`src/rtl/srep_pkg.sv`:
```
package srep_pkg;

    localparam int STACK_DEPTH_DEF = 64;

    localparam logic [7:0] SYM_A     = 8'h61;
    localparam logic [7:0] SYM_PLUS  = 8'h2B;
    localparam logic [7:0] SYM_TIMES = 8'h2A;
    localparam logic [7:0] SYM_LPAR  = 8'h28;
    localparam logic [7:0] SYM_RPAR  = 8'h29;
    localparam logic [7:0] SYM_E     = 8'h45;
    localparam logic [7:0] SYM_SPACE = 8'h20;

    localparam logic [2:0] ACT_SHIFT = 3'd0;
    localparam logic [2:0] ACT_RED_A = 3'd1;
    localparam logic [2:0] ACT_RED_PLUS = 3'd2;
    localparam logic [2:0] ACT_RED_TIMES = 3'd3;
    localparam logic [2:0] ACT_RED_PAREN = 3'd4;
    localparam logic [2:0] ACT_OVERFLOW = 3'd5;
    localparam logic [2:0] ACT_NONE = 3'd7;

    typedef struct packed {
        logic       is_space;
        logic       fin;
        logic [7:0] chr;
    } t_qword;

endpackage

```
`src/rtl/shift_reduce_expr_parser.sv`:
```
// Channel  Valid    Stall    Word
// in       i_valid  o_stall  i_char_in, i_final_char
// out      o_valid  i_stall  o_action, o_depth, o_top_symbol, o_accepted, o_last_of_run
//
// A character leaves the queue in the idle state and is pushed in the shift state; each
// single-symbol reduction is done in the reduce state, and each three-symbol reduction
// also passes the fill state (stack memory read to refill the cached top entries).
// Spaces not ending a string are dropped in the front queue and never reach the engine.
// Reset is synchronous, active low; it empties the stack, no clearing pass.
// A two-word queue lets input be taken while the engine waits on a stalled result.
module shift_reduce_expr_parser
    import srep_pkg::*;
#(
    parameter int STACK_DEPTH = STACK_DEPTH_DEF
) (
    input  logic       i_clk,
    input  logic       i_rst_n,
    input  logic       i_valid,
    output logic       o_stall,
    input  logic [7:0] i_char_in,
    input  logic       i_final_char,
    output logic       o_valid,
    input  logic       i_stall,
    output logic [2:0] o_action,
    output logic [6:0] o_depth,
    output logic [7:0] o_top_symbol,
    output logic       o_accepted,
    output logic       o_last_of_run
);

    logic   w_qvalid;
    t_qword w_qword;
    logic   w_qpop;

    srep_front u_front (
        .i_clk        (i_clk),
        .i_rst_n      (i_rst_n),
        .i_valid      (i_valid),
        .o_stall      (o_stall),
        .i_char_in    (i_char_in),
        .i_final_char (i_final_char),
        .o_qvalid     (w_qvalid),
        .o_qword      (w_qword),
        .i_qpop       (w_qpop)
    );

    srep_back #(
        .STACK_DEPTH (STACK_DEPTH)
    ) u_back (
        .i_clk         (i_clk),
        .i_rst_n       (i_rst_n),
        .i_qvalid      (w_qvalid),
        .i_qword       (w_qword),
        .o_qpop        (w_qpop),
        .o_valid       (o_valid),
        .i_stall       (i_stall),
        .o_action      (o_action),
        .o_depth       (o_depth),
        .o_top_symbol  (o_top_symbol),
        .o_accepted    (o_accepted),
        .o_last_of_run (o_last_of_run)
    );

endmodule

```
`src/rtl/srep_front.sv`:
```
module srep_front
    import srep_pkg::*;
(
    input  logic       i_clk,
    input  logic       i_rst_n,
    input  logic       i_valid,
    output logic       o_stall,
    input  logic [7:0] i_char_in,
    input  logic       i_final_char,
    output logic       o_qvalid,
    output t_qword     o_qword,
    input  logic       i_qpop
);

    t_qword     r_q [2];
    logic       r_wp;
    logic       r_rp;
    logic [1:0] r_cnt;

    logic   w_full;
    logic   w_push;
    logic   w_pop;
    t_qword w_word;

    assign w_full   = (r_cnt == 2'd2);
    assign o_stall  = w_full;
    assign o_qvalid = (r_cnt != 2'd0);
    assign o_qword  = r_q[r_rp];

    // drop plain spaces here; a space that ends the string still clears the stack
    assign w_push = i_valid && !w_full && ((i_char_in != SYM_SPACE) || i_final_char);
    assign w_pop  = i_qpop && (r_cnt != 2'd0);

    always_comb begin
        w_word.is_space = (i_char_in == SYM_SPACE);
        w_word.fin      = i_final_char;
        w_word.chr      = i_char_in;
    end

    always_ff @(posedge i_clk) begin
        if (!i_rst_n) begin
            r_wp  <= 1'b0;
            r_rp  <= 1'b0;
            r_cnt <= 2'd0;
        end else begin
            if (w_push) begin
                r_q[r_wp] <= w_word;
                r_wp      <= !r_wp;
            end
            if (w_pop) begin
                r_rp <= !r_rp;
            end
            case ({w_push, w_pop})
                2'b10:   r_cnt <= r_cnt + 2'd1;
                2'b01:   r_cnt <= r_cnt - 2'd1;
                default: r_cnt <= r_cnt;
            endcase
        end
    end

endmodule

```
`src/rtl/srep_back.sv`:
```
module srep_back
    import srep_pkg::*;
#(
    parameter int STACK_DEPTH = STACK_DEPTH_DEF
) (
    input  logic       i_clk,
    input  logic       i_rst_n,
    input  logic       i_qvalid,
    input  t_qword     i_qword,
    output logic       o_qpop,
    output logic       o_valid,
    input  logic       i_stall,
    output logic [2:0] o_action,
    output logic [6:0] o_depth,
    output logic [7:0] o_top_symbol,
    output logic       o_accepted,
    output logic       o_last_of_run
);

    localparam int DW  = $clog2(STACK_DEPTH + 1);
    localparam int AW  = $clog2(STACK_DEPTH);
    localparam int DXW = DW + 7;

    typedef enum logic [1:0] {
        S_IDLE,
        S_SHIFT,
        S_RED,
        S_FILL
    } t_state;

    function automatic logic [2:0] red_code(
        input logic [DW-1:0] d,
        input logic [7:0]    s0,
        input logic [7:0]    s1,
        input logic [7:0]    s2
    );
        logic [2:0] code;
        code = ACT_NONE;
        if ((d >= DW'(1)) && (s0 == SYM_A)) begin
            code = ACT_RED_A;
        end else if (d >= DW'(3)) begin
            if ((s0 == SYM_E) && (s1 == SYM_PLUS) && (s2 == SYM_E)) begin
                code = ACT_RED_PLUS;
            end else if ((s0 == SYM_E) && (s1 == SYM_TIMES) && (s2 == SYM_E)) begin
                code = ACT_RED_TIMES;
            end else if ((s0 == SYM_RPAR) && (s1 == SYM_E) && (s2 == SYM_LPAR)) begin
                code = ACT_RED_PAREN;
            end
        end
        return code;
    endfunction

    logic [7:0]    r_mem [STACK_DEPTH];
    t_state        r_state;
    logic [DW-1:0] r_depth;
    logic [7:0]    r_t0;
    logic [7:0]    r_t1;
    logic [7:0]    r_t2;
    logic [7:0]    r_chr;
    logic          r_fin;
    logic [1:0]    r_cnt;
    logic [2:0]    r_code;
    logic [7:0]    r_rd1;
    logic [7:0]    r_rd2;
    logic          r_ovalid;
    logic [2:0]    r_oaction;
    logic [6:0]    r_odepth;
    logic [7:0]    r_otop;
    logic          r_oacc;
    logic          r_olast;

    logic          w_out_free;
    logic          w_emit;
    logic          w_full;
    logic [DW-1:0] w_dp1;
    logic [DW-1:0] w_dm1;
    logic [DW-1:0] w_dm2;
    logic [DW-1:0] w_dm3;
    logic [DW-1:0] w_dm4;
    logic [DW-1:0] w_dm5;
    logic [2:0]    w_cur_code;
    logic [2:0]    w_sh_code;
    logic [2:0]    w_ra_code;
    logic [2:0]    w_fl_code;
    logic          w_sh_last;
    logic          w_ra_last;
    logic          w_fl_last;
    logic [DXW-1:0] w_cur_dx;
    logic [DXW-1:0] w_dp1_dx;
    logic [DXW-1:0] w_dm2_dx;
    logic          w_we;
    logic [AW-1:0] w_waddr;
    logic [7:0]    w_wdata;

    assign w_out_free = !r_ovalid || !i_stall;
    assign w_emit     = w_out_free && ((r_state == S_SHIFT) || (r_state == S_FILL) ||
                        ((r_state == S_RED) && (w_cur_code == ACT_RED_A)));
    assign w_full     = (r_depth >= DW'(STACK_DEPTH));
    assign w_dp1      = r_depth + DW'(1);
    assign w_dm1      = r_depth - DW'(1);
    assign w_dm2      = r_depth - DW'(2);
    assign w_dm3      = r_depth - DW'(3);
    assign w_dm4      = r_depth - DW'(4);
    assign w_dm5      = r_depth - DW'(5);
    assign w_cur_dx   = DXW'(r_depth);
    assign w_dp1_dx   = DXW'(w_dp1);
    assign w_dm2_dx   = DXW'(w_dm2);

    assign w_cur_code = red_code(r_depth, r_t0, r_t1, r_t2);
    assign w_sh_code  = red_code(w_dp1, r_chr, r_t0, r_t1);
    assign w_ra_code  = red_code(r_depth, SYM_E, r_t1, r_t2);
    assign w_fl_code  = red_code(w_dm2, SYM_E, r_rd1, r_rd2);
    assign w_sh_last  = (w_sh_code == ACT_NONE);
    assign w_ra_last  = (r_cnt == 2'd2) || (w_ra_code == ACT_NONE);
    assign w_fl_last  = (r_cnt == 2'd2) || (w_fl_code == ACT_NONE);

    assign o_qpop        = (r_state == S_IDLE) && i_qvalid;
    assign o_valid       = r_ovalid;
    assign o_action      = r_oaction;
    assign o_depth       = r_odepth;
    assign o_top_symbol  = r_otop;
    assign o_accepted    = r_oacc;
    assign o_last_of_run = r_olast;

    always_comb begin
        w_we    = 1'b0;
        w_waddr = r_depth[AW-1:0];
        w_wdata = r_chr;
        case (r_state)
            S_SHIFT: begin
                w_we = w_out_free && !w_full;
            end
            S_RED: begin
                w_we    = w_out_free && (w_cur_code == ACT_RED_A);
                w_waddr = w_dm1[AW-1:0];
                w_wdata = SYM_E;
            end
            S_FILL: begin
                w_we    = w_out_free;
                w_waddr = w_dm3[AW-1:0];
                w_wdata = SYM_E;
            end
            default: begin
                w_we = 1'b0;
            end
        endcase
    end

    always_ff @(posedge i_clk) begin
        if (w_we) begin
            r_mem[w_waddr] <= w_wdata;
        end
        if (r_state == S_RED) begin
            r_rd1 <= r_mem[w_dm4[AW-1:0]];
            r_rd2 <= r_mem[w_dm5[AW-1:0]];
        end
    end

    always_ff @(posedge i_clk) begin
        if (!i_rst_n) begin
            r_state  <= S_IDLE;
            r_depth  <= '0;
            r_cnt    <= 2'd0;
            r_ovalid <= 1'b0;
        end else begin
            r_ovalid <= w_emit || (r_ovalid && i_stall);
            case (r_state)
                S_IDLE: begin
                    if (i_qvalid) begin
                        r_chr <= i_qword.chr;
                        r_fin <= i_qword.fin;
                        if (i_qword.is_space) begin
                            if (i_qword.fin) begin
                                r_depth <= '0;
                            end
                        end else begin
                            r_state <= S_SHIFT;
                        end
                    end
                end
                S_SHIFT: begin
                    if (w_out_free) begin
                        if (w_full) begin
                            r_oaction <= ACT_OVERFLOW;
                            r_odepth  <= w_cur_dx[6:0];
                            r_otop    <= r_t0;
                            r_olast   <= 1'b1;
                            r_oacc    <= r_fin && (r_depth == DW'(1)) && (r_t0 == SYM_E);
                            r_state   <= S_IDLE;
                            if (r_fin) begin
                                r_depth <= '0;
                            end
                        end else begin
                            r_t0      <= r_chr;
                            r_t1      <= r_t0;
                            r_t2      <= r_t1;
                            r_cnt     <= 2'd1;
                            r_oaction <= ACT_SHIFT;
                            r_odepth  <= w_dp1_dx[6:0];
                            r_otop    <= r_chr;
                            r_olast   <= w_sh_last;
                            r_oacc    <= w_sh_last && r_fin && (w_dp1 == DW'(1)) &&
                                         (r_chr == SYM_E);
                            if (w_sh_last) begin
                                r_state <= S_IDLE;
                                r_depth <= r_fin ? '0 : w_dp1;
                            end else begin
                                r_state <= S_RED;
                                r_depth <= w_dp1;
                            end
                        end
                    end
                end
                S_RED: begin
                    if (w_cur_code == ACT_RED_A) begin
                        if (w_out_free) begin
                            r_t0      <= SYM_E;
                            r_cnt     <= r_cnt + 2'd1;
                            r_oaction <= ACT_RED_A;
                            r_odepth  <= w_cur_dx[6:0];
                            r_otop    <= SYM_E;
                            r_olast   <= w_ra_last;
                            r_oacc    <= w_ra_last && r_fin && (r_depth == DW'(1));
                            if (w_ra_last) begin
                                r_state <= S_IDLE;
                                if (r_fin) begin
                                    r_depth <= '0;
                                end
                            end
                        end
                    end else if (w_cur_code == ACT_NONE) begin
                        r_state <= S_IDLE;
                    end else begin
                        r_code  <= w_cur_code;
                        r_state <= S_FILL;
                    end
                end
                S_FILL: begin
                    if (w_out_free) begin
                        r_t0      <= SYM_E;
                        r_t1      <= r_rd1;
                        r_t2      <= r_rd2;
                        r_cnt     <= r_cnt + 2'd1;
                        r_oaction <= r_code;
                        r_odepth  <= w_dm2_dx[6:0];
                        r_otop    <= SYM_E;
                        r_olast   <= w_fl_last;
                        r_oacc    <= w_fl_last && r_fin && (w_dm2 == DW'(1));
                        if (w_fl_last) begin
                            r_state <= S_IDLE;
                            r_depth <= r_fin ? '0 : w_dm2;
                        end else begin
                            r_state <= S_RED;
                            r_depth <= w_dm2;
                        end
                    end
                end
                default: begin
                    r_state <= S_IDLE;
                end
            endcase
        end
    end

endmodule

```
`config.mk`:
```
export PLATFORM = sky130hd
export DESIGN_NAME = shift_reduce_expr_parser
export DESIGN_NICKNAME = d
export VERILOG_FILES = /design/src/rtl/srep_pkg.sv /design/src/rtl/shift_reduce_expr_parser.sv /design/src/rtl/srep_front.sv /design/src/rtl/srep_back.sv
export SDC_FILE = /design/constraint.sdc
export NUM_CORES = 1
export LEC_CHECK = 0
export BUFFER_PORTS_ARGS = -buffer_cell sky130_fd_sc_hd__buf_2
export CORE_MARGIN = 3
export CORE_UTILIZATION = 60
export DETAILED_ROUTE_END_ITERATION = 12
export PLACE_DENSITY = 0.76
export SLEW_MARGIN = 20
export SYNTH_ARGS = -nofsm -noshare
export SYNTH_HDL_FRONTEND = slang
export SYNTH_SLANG_ARGS = --single-unit
```
`constraint.sdc`:
```
create_clock -name i_clk -period 12.9 [get_ports i_clk]
set_clock_uncertainty 0.05 [all_clocks]
set_input_delay 3.87 -clock i_clk [delete_from_list [all_inputs] [get_ports i_clk]]
set_output_delay 3.87 -clock i_clk [all_outputs]
set_load 0.005 [all_outputs]
```
## Yosys cells after proc, flatten, opt, wreduce, memory -nomap -nowiden

Memories as Yosys holds them, arrays and structs flattened. A register that Yosys moved wholly into a read port is not among the register bits.
Cells that the tools add are included.
W data, S select, Z words.

- Magnitude comparators: 6
- Eq/ne operators: 46
- Reductions and logical operators: 63
- Add/sub/neg operators: 9
- Muxes and demuxes: 99
- Bitwise gates (word level): 2

Operator list:

| kind | number |
|---|---|
| $mux W7 | 19 |
| $mux W8 | 13 |
| $eq A8 B6 Y1 const B | 11 |
| $mux W3 | 19 |
| $eq A8 B7 Y1 const B | 7 |
| $pmux W8 S3 | 2 |
| $logic_and A1 B1 Y1 | 36 |
| $mux W2 | 17 |
| $pmux W8 S2 | 2 |
| $pmux W7 S4 | 1 |
| $eq A7 B1 Y1 const B | 3 |
| $ge A7 B2 Y1 const B | 3 |
| $pmux W7 S3 | 1 |
| $mux W1 | 17 |
| $ne A2 B1 Y1 const B | 8 |
| $ge A7 B1 Y1 const B | 2 |
| $eq A3 B3 Y1 const B | 4 |
| $pmux W6 S2 | 1 |
| $reduce_and A4 Y1 | 3 |
| $reduce_and A6 Y1 | 2 |
| $sub A6 B3 Y6 const B | 2 |
| $eq A2 B2 Y1 const B | 5 |
| $pmux W1 S3 | 3 |
| $pmux W3 S3 | 1 |
| other kinds (25) | 43 |

- Memories: 2
- RAM bits: 532
- Word-level logic and storage cells: 245
- Register bits: 72

Memory list:

| name | words | width | read ports | clocked after Yosys merged registers in | write ports | RTL line | source |
|---|---|---|---|---|---|---|---|
| u_back.r_mem | 64 | 8 | 2 | 2 | 1 | srep_back.sv:53 | `logic [7:0] r_mem [STACK_DEPTH];` |
| u_front.r_q | 2 | 10 | 1 | 1 | 1 | srep_front.sv:15 | `t_qword r_q [2];` |

## Depth between registers and ports, before layout

Gate-level depths: netlist of run 1.

- Word-level depth: 15
- Depth in mapped cells: 12
- Gate-level depth less buffers: 10

## By module

From an unflattened synthesis of run 1, not the netlist that was laid out.

- Cells, all modules: 1514
- Area, all modules: 29165.5 um2

By module, submodules not included:

| module | cells an instance | area each (um2) | seq. area each (um2) | times used |
|---|---|---|---|---|
| srep_back | 1454 | 28167.0 | 17536.8 | 1 |
| srep_front | 60 | 998.5 | 700.7 | 1 |

## Least setup slack after synthesis of run 1

No wires, ideal clock.

- Path type: input to register
- Start: input port i_char_in[3]
- End: memory u_front.r_q[0][0] in the netlist's numbering (enable)
- Setup time: 390 ps
- Required time: 12460 ps
- Path buffers: 0
- Setup slack: 7268 ps
- Cell stages on the path: 4
- Arrival: 5193 ps
- Cells stage by stage: nor4_1 > and4b_1 > a211o_1 > nor3_1

- Longest elaborated chain between the ends: 6

RTL lines:

| what | RTL line | source |
|---|---|---|
| from (decl) | shift_reduce_expr_parser.sv:20 | `input logic [7:0] i_char_in,` |
| $ne A8 B6 Y1 | srep_front.sv:31 | `assign w_push = i_valid && !w_full && ((i_char_in != SYM_SPACE) \|\| i_final_char);` |
| $logic_or A1 B1 Y1 | srep_front.sv:31 |  |
| $logic_and A1 B1 Y1 | srep_front.sv:31 |  |
| $mux W1 | srep_front.sv:46 | `if (w_push) begin` |
| $mux W1 | srep_front.sv:41 | `if (!i_rst_n) begin` |
| $mux W1 (not written as such) | srep_front.sv:47 | `r_q[r_wp] <= w_word;` |
| to (decl) | srep_front.sv:15 |  |

Every way passes these cells.

## Worst setup path in the final report of run 1

- Start: input port i_stall
- End: memory u_back.r_mem[46][1] (enable)

- Longest elaborated chain between the ends: 6

RTL lines:

| what | RTL line | source |
|---|---|---|
| from (decl) | shift_reduce_expr_parser.sv:23 | `input logic i_stall,` |
| $logic_not A1 Y1 (*) | srep_back.sv:95 | `assign w_out_free = !r_ovalid \|\| !i_stall;` |
| $logic_or A1 B1 Y1 (*) | srep_back.sv:95 |  |
| $logic_and A1 B1 Y1 (on tied branches) | srep_back.sv:134, srep_back.sv:131 |  |
| $pmux W1 S3 (*) | srep_back.sv:129 | `case (r_state)` |
| $mux W1 (*) | srep_back.sv:150 | `if (w_we) begin` |
| $mux W1 (not written as such) (*) | srep_back.sv:151 | `r_mem[w_waddr] <= w_wdata;` |
| to (decl) | srep_back.sv:53 |  |

Every way passes the cells marked *; elsewhere a longest branch is shown, timed or not.

==> results of run 1 <==
through the flow:
stage / power (mW) / hold slack [ps]
2_1_floorplan: 2.682 / 385.6
3_3_place_gp: 2.867 / 393.4
3_5_place_dp: 2.876 / 416.2
4_1_cts: 4.582 / 424.7
5_1_grt: 4.707 / 471.5
6_report: 4.564 / 422.0
per-layer routing:
layer	up-vias	GRT usage, %	share of wire [%]
li1	6478	-	-
met5	-	0	0.038
met1	8564	44.38	35
met2	1370	48.56	48
met3	182	6.512	12
met4	4	12.20	4.7
power breakdown:
part	switching, mW	total, mW	internal [mW]
Clock	0.745	1.73	0.984
Sequential	0.0365	2.36	2.32
Combinational	0.318	0.475	0.157
worst min path at each step:
stage | to | slack, ps
CTS | u_back.r_cnt[1] | 420
detailed placement | u_back.r_cnt[1] | 420
global placement | u_back.r_cnt[1] | 390
floorplan | u_back.r_cnt[1] | 390
global route | u_back.r_cnt[1] | 470
finish | u_back.r_cnt[1] | 420
kinds of logic (layout without fill, tap and decap cells):
family                     after synthesis  count (layout)  synth area share (%)
AOI/OAI and AO/OA                      101             101                 2.235
buffers and inverters                  118             178                 1.753
DFF                                    613             613                 62.64
xor gates and xnor gates                24              24                0.7220
muxes                                  370             370                 26.93
adders and majority gates               22              22                0.9712
and+or+nand+nor                        276             276                 4.757
state kept, by name, indices dropped and copies added (netlist names), 8 cells and up, named ones only:
name,cells
u_back.r_chr,8
u_back.r_rd1,8
u_back.r_t1,8
u_back.r_t2,8
u_back.r_mem,512
u_back.r_rd2,8
u_front.r_q,20
u_back.o_top_symbol,8
worst max-delay path, stage by stage:
cell and delay, ps:
buf_2 100, and2_1 190, a211o_1 370, nor2_1 160
nand2_1 560, nor2_1 820
cell type report:
type,instances,area share [%]
Sequential cell,613,57.44
Clock buffer,68,4.887
Inverter,17,0.2009
Timing Repair Buffer,53,1.024
Multi-Input combinational cell,793,32.84
Clock inverter,40,1.185
Tap cell,615,2.422
synth_stat cells (all sizes together), types with 14 or more instances:
library cell / instances / area [um2]
edfxtp: 596 / 17900
mux4: 328 / 7387
nor2: 111 / 419.2
clkbuf: 59 / 221.5
nand2: 48 / 180.2
buf: 42 / 225.2
a21oi: 30 / 150.1
mux2: 26 / 292.8
ha: 21 / 262.8
o21ai: 21 / 105.1
dfxtp: 17 / 340.3
mux2i: 16 / 160.2
inv: 15 / 56.31
nor2b: 15 / 93.84
xnor2: 15 / 131.4
nand3: 14 / 70.07
==> results.sh, run 1 <==
export IMPL_critical_path_peak_fanout=8
export IMPL_final_min_period_over_clock_period_pct=45.56
export IMPL_portBuffers=34
export IMPL_worst_r2r_cell_count=7
export IMPL_io_pins=35
export IMPL_synthesis_nets=1559
export IMPL_cts_root_to_sink_buffers=3
export IMPL_regArea_um2=18250
export IMPL_routed_wl_mm=76.67
export IMPL_final_setup_viol_count=0
export IMPL_hp_class="reg2reg"
export IMPL_design_area_um2=31770
export IMPL_synth_yosys_seq_area_share_pct=62.64
export IMPL_cts_setup_buffers=0
export IMPL_synth_enable_flop_cells=596
export IMPL_max_cap_violations=0
export IMPL_rr_endpoint="u_back.r_rd2[0]"
export IMPL_synthToLayoutAreaGrowth_pct=9.114
export IMPL_status="complete, no violations"
export IMPL_setup_slack_of_the_critical_path_after_layout_ps=7023
export IMPL_leakage_power_of_the_design_nw=9.364
export IMPL_holdBufCountCts=0
export IMPL_worst_ep_required_time_ps=13090
export IMPL_most_used_dff_post_synth="edfxtp_1"
export IMPL_gp_congestion=0.9088
export IMPL_worstSetupEndpointType="flip-flop"
export IMPL_placed_area_um2=29840
export IMPL_cts_clk_slew_worst_paths_ps=60
export IMPL_grt_pass1_wl_mm=114.1
export IMPL_post_synth_instance_area_um2=29120
export IMPL_worstSetupPathType="in2reg"
export IMPL_crit_reg2reg_launch="u_back.r_depth[0]"
export IMPL_multi_input_comb_area_um2=10430
export IMPL_initial_utilization_pct=60.86
export IMPL_hold_viol=0
export IMPL_grt_start_max_net_pins=129
export IMPL_tritoncts_num_buffers=59
export IMPL_vias=16600
export IMPL_grt_antenna_before_repair=2
export IMPL_max_vdd_ir_drop_mv=0.1065
export IMPL_clockRootBuffer="clkbuf_16"
export IMPL_grt_ovfl_total=0
export IMPL_dpl_hpwl_mm=48.86
export IMPL_cp_arrival_ps=6070
export IMPL_worstSetupStartpointType="input pin"
export IMPL_avgRoutedWirePerCell_um=34.86
export IMPL_drc_errors=0
export IMPL_unrepaired_setup_endpoints_after_global_routing="false"
export IMPL_via_count_of_the_first_global_routing_pass=16140
export IMPL_vias_per_cell=7.548
export IMPL_floorplan_die_width_um=226.3
export IMPL_clock_sinks=613
export IMPL_synth_yosys_warnings=0
export IMPL_setup_worst_path_end="u_back.r_mem[46][1]"
export IMPL_timing_reg2reg_setup_slack_ps=8000
export IMPL_distinct_cells_synth=65
export IMPL_drive_above_1_share_pct=33.02
export IMPL_drt_first_pass_iters=6
export IMPL_setup_total_negative_slack_ps=0
export IMPL_dp_slack_ps=6487
export IMPL_holdCritStartpoint="u_back.r_cnt[1]"
export IMPL_synth_seq_cells=613
export IMPL_fmaxAchievable_ghz=0.1702
export IMPL_grtUsageTotal_pct=31.16
export IMPL_fillCellCount=3071
export IMPL_post_cts_resized_instances=0
export IMPL_coreArea_um2=47850
export IMPL_period_minus_slack_ps=5877
export IMPL_die_area_um2=51210
export IMPL_post_placement_cell_count=2091
export IMPL_synthesis_area_per_instance_um2=19.11
export IMPL_final_core_utilization_pct=66.40
export IMPL_power_density_nw_per_um2=143.6
export IMPL_mostFrequentLayoutCell="edfxtp_1"
export IMPL_max_slew_margin_rel_pct=27.64
export IMPL_finish_net_count=1572
export IMPL_final_cell_mix="edfxtp_1, mux4_2, nor2_1"
export IMPL_slew_worst_pin_ps=1078
export IMPL_finish_cell_count_without_fillers=2199
export IMPL_htree_levels=2
export IMPL_fp_row_count=80
export IMPL_num_antenna_cells=0
export IMPL_route_antenna_remaining_nets=0
export IMPL_hold_path_depth=2
export IMPL_worst_setup_sp="i_stall"
export IMPL_drt_first_iter_violations=2535
export IMPL_post_synth_inst_count=1524
export IMPL_tritoncts="yes"
export IMPL_die_height_um=226.3
export IMPL_ys_async_sr_fraction_pct=0
export IMPL_drv_slew=0
export IMPL_clock_latency_ps=620
(Power assumes the default switching activity.)
==> run 2, diff against run 1 <==
==> constraint.sdc (replaced) <==
create_clock -name i_clk -period 5.8 [get_ports i_clk]
set_clock_uncertainty 0.05 [all_clocks]
set_input_delay 1.74 -clock i_clk [delete_from_list [all_inputs] [get_ports i_clk]]
set_output_delay 1.74 -clock i_clk [all_outputs]
set_load 0.005 [all_outputs]
==> run 2 against run 1 <==
Net effect: core utilization is 0.40 points higher; total power is 130% higher; sequential power is 120% higher; worst hold slack better by 28 ps; largest cell class unchanged; combinational power is 120% higher; worst setup slack worse by 5900 ps; register-to-register slack worse by 6900 ps; clock-buffer cell count is 7 higher; via count is 0.70% higher.
==> results.sh, run 2 (synthesis results as in run 1) <==
export IMPL_max_slew_margin_rel_pct=27.68
export IMPL_die_height_um=226.3
export IMPL_via_count_of_the_first_global_routing_pass=16200
export IMPL_p_int_mw=7.860
export IMPL_period_minus_slack_ps=4710
export IMPL_critPathTopFamily="simple AND/OR/NAND/NOR gates"
export IMPL_dpl_hpwl_mm=47.23
export IMPL_slew_worst_pin_ps=1085
export IMPL_fp_row_count=80
export IMPL_setup_total_negative_slack_ps=0
export IMPL_post_cts_resized_instances=0
export IMPL_coreArea_um2=47850
export IMPL_final_cell_mix="edfxtp_1, mux4_2, nor2_1"
export IMPL_route_antenna_remaining_nets=0
export IMPL_fmaxAchievable_ghz=0.2123
export IMPL_final_min_period_over_clock_period_pct=81.20
export IMPL_grt_antenna_before_repair=2
export IMPL_combPwrFrac_pct=10.3
export IMPL_cts_clk_slew_worst_paths_ps=60
export IMPL_clock_latency_ps=630
export IMPL_tritoncts="yes"
export IMPL_post_placement_cell_count=2094
export IMPL_htree_levels=2
export IMPL_largest_register="u_back.r_mem"
export IMPL_vias=16710
export IMPL_clkPwrFrac_pct=38.8
export IMPL_hp_class="reg2reg"
export IMPL_hold_viol=0
export IMPL_drc_errors=0
export IMPL_drt_first_pass_iters=6
export IMPL_tritoncts_num_buffers=60
export IMPL_portBuffers=34
export IMPL_gp_congestion=0.9035
export IMPL_clockRootBuffer="clkbuf_16"
export IMPL_worstSetupEndpointType="flip-flop"
export IMPL_final_setup_viol_count=0
export IMPL_worst_ep_required_time_ps=5990
export IMPL_finish_net_count=1578
export IMPL_cp_slowest_cell="nor2_1"
export IMPL_vias_per_cell=7.566
export IMPL_final_core_utilization_pct=66.80
export IMPL_number_of_flip_flops_under_the_largest_register_name=512
export IMPL_die_area_um2=51210
export IMPL_critical_path_peak_fanout=37
export IMPL_total_switching_power_mw=2.432
export IMPL_holdBufCountCts=0
export IMPL_crit_path_cell_trace="inv_1 > ha_1 > buf_4 > or2_0 > nand2_1 > xnor2_1 > nand3_1 > nor2_1"
export IMPL_floorplan_die_width_um=226.3
export IMPL_timing_critical_path_buf_inv=2
export IMPL_finish_cell_count_without_fillers=2209
export IMPL_io_pins=35
export IMPL_drive_above_1_share_pct=33.29
export IMPL_grt_start_max_net_pins=127
export IMPL_timing_critical_path_slowest_cell_delay_ps=900
export IMPL_initial_utilization_pct=60.86
export IMPL_seq_power_share_pct=50.9
export IMPL_worstSetupPathType="reg2reg"
export IMPL_leakage_power_of_the_design_nw=9.456
export IMPL_drt_first_iter_violations=2672
export IMPL_avgRoutedWirePerCell_um=34.27
export IMPL_cp_arrival_ps=4900
export IMPL_mostFrequentLayoutCell="edfxtp_1"
export IMPL_routed_wl_mm=75.71
export IMPL_grt_ovfl_total=0
export IMPL_grtUsageTotal_pct=30.15
export IMPL_status="complete, no violations"
export IMPL_cts_setup_buffers=0
export IMPL_cts_root_to_sink_buffers=3
export IMPL_power_density_nw_per_um2=322.0
export IMPL_grt_pass1_wl_mm=111.4
export IMPL_unrepaired_setup_endpoints_after_global_routing="false"
export IMPL_timing_reg2reg_setup_slack_ps=1090
export IMPL_synthToLayoutAreaGrowth_pct=9.776
export IMPL_drv_slew=0
export IMPL_top_regs="u_back.r_mem (512), u_front.r_q (20)"
export IMPL_netSwitchingFraction_pct=23.63
export IMPL_clock_sinks=613
export IMPL_max_vdd_ir_drop_mv=0.2355
export IMPL_worstSetupStartpointType="flip-flop"
export IMPL_max_cap_violations=0
-- run 2: changes by cell type in the layout (fill, tap and decap cells not counted), moves of 2 or more --
| cell | delta |
|---|---|
| clkbuf_8 | +5 |
| buf_4 | +2 |
| diode_2 | +2 |
| bufinv_16 | +2 |
| clkbuf_1 | +2 |
| buf_16 | +2 |
| inv_6 | -2 |
| clkinv_4 | -2 |
-- run 2: stage by stage --
| step | power, mW | setup slack [ps] | instance area, um2 | hold slack, ps |
|---|---|---|---|---|
| after global placement | 6.348 | 1343 | 29860 | 394.0 |
| after global routing | 10.58 | 937.8 | 31960 | 457.8 |
| after floorplan | 5.965 | 1726 | 29120 | 385.6 |
| final | 10.29 | 1090 | 31960 | 450.0 |
| after CTS | 10.31 | 1306 | 31880 | 449.2 |
| after detailed placement | 6.373 | 1354 | 29860 | 439.1 |
-- run 2: layer usage --
metal / track usage, % / share of wire, % / up-vias
li1: - / - / 6505
met1: 44.23 / 37 / 8656
met2: 45.74 / 47 / 1349
met3: 5.761 / 11 / 202
met4: 12.41 / 4.6 / 2
met5: 0 / 0.015 / -
-- run 2: worst paths after layout --
path	startpoint	to	cells after the start
min	u_back.r_cnt[1]	u_back.r_cnt[1]	2
max	u_back.r_state[0]	u_back.r_mem[20][0]	8
min reg2reg	u_back.r_cnt[1]	u_back.r_cnt[1]	2
max reg2reg	u_back.r_state[0]	u_back.r_mem[20][0]	8
-- run 2: cell type report --
class,count,area [um2]
clock buffers,75,1629
fillers,3046,15880
diodes,2,5.005
repair buffers,58,406.6
well taps,615,769.5
inverters,17,63.81
clock inverters,36,389.1
flip-flops and latches,613,18250
multi-input cells,793,10450
-- run 2: worst reg2reg max path, stage by stage (launching register included) --
cell	delay, ps
dfxtp_1	330
inv_1	100
ha_1	160
buf_4	390
or2_0	900
nand2_1	200
xnor2_1	640
nand3_1	640
nor2_1	900
-- run 2: power groups by stage --
stage | logic [mW] | registers, mW | clock network (mW)
after floorplan | 0.664 | 5.30 | 0
after global placement | 1.03 | 5.32 | 0
after detailed placement | 1.05 | 5.33 | 0
after CTS | 1.05 | 5.23 | 4.03
after global routing | 1.12 | 5.24 | 4.22
final | 1.06 | 5.24 | 4.00
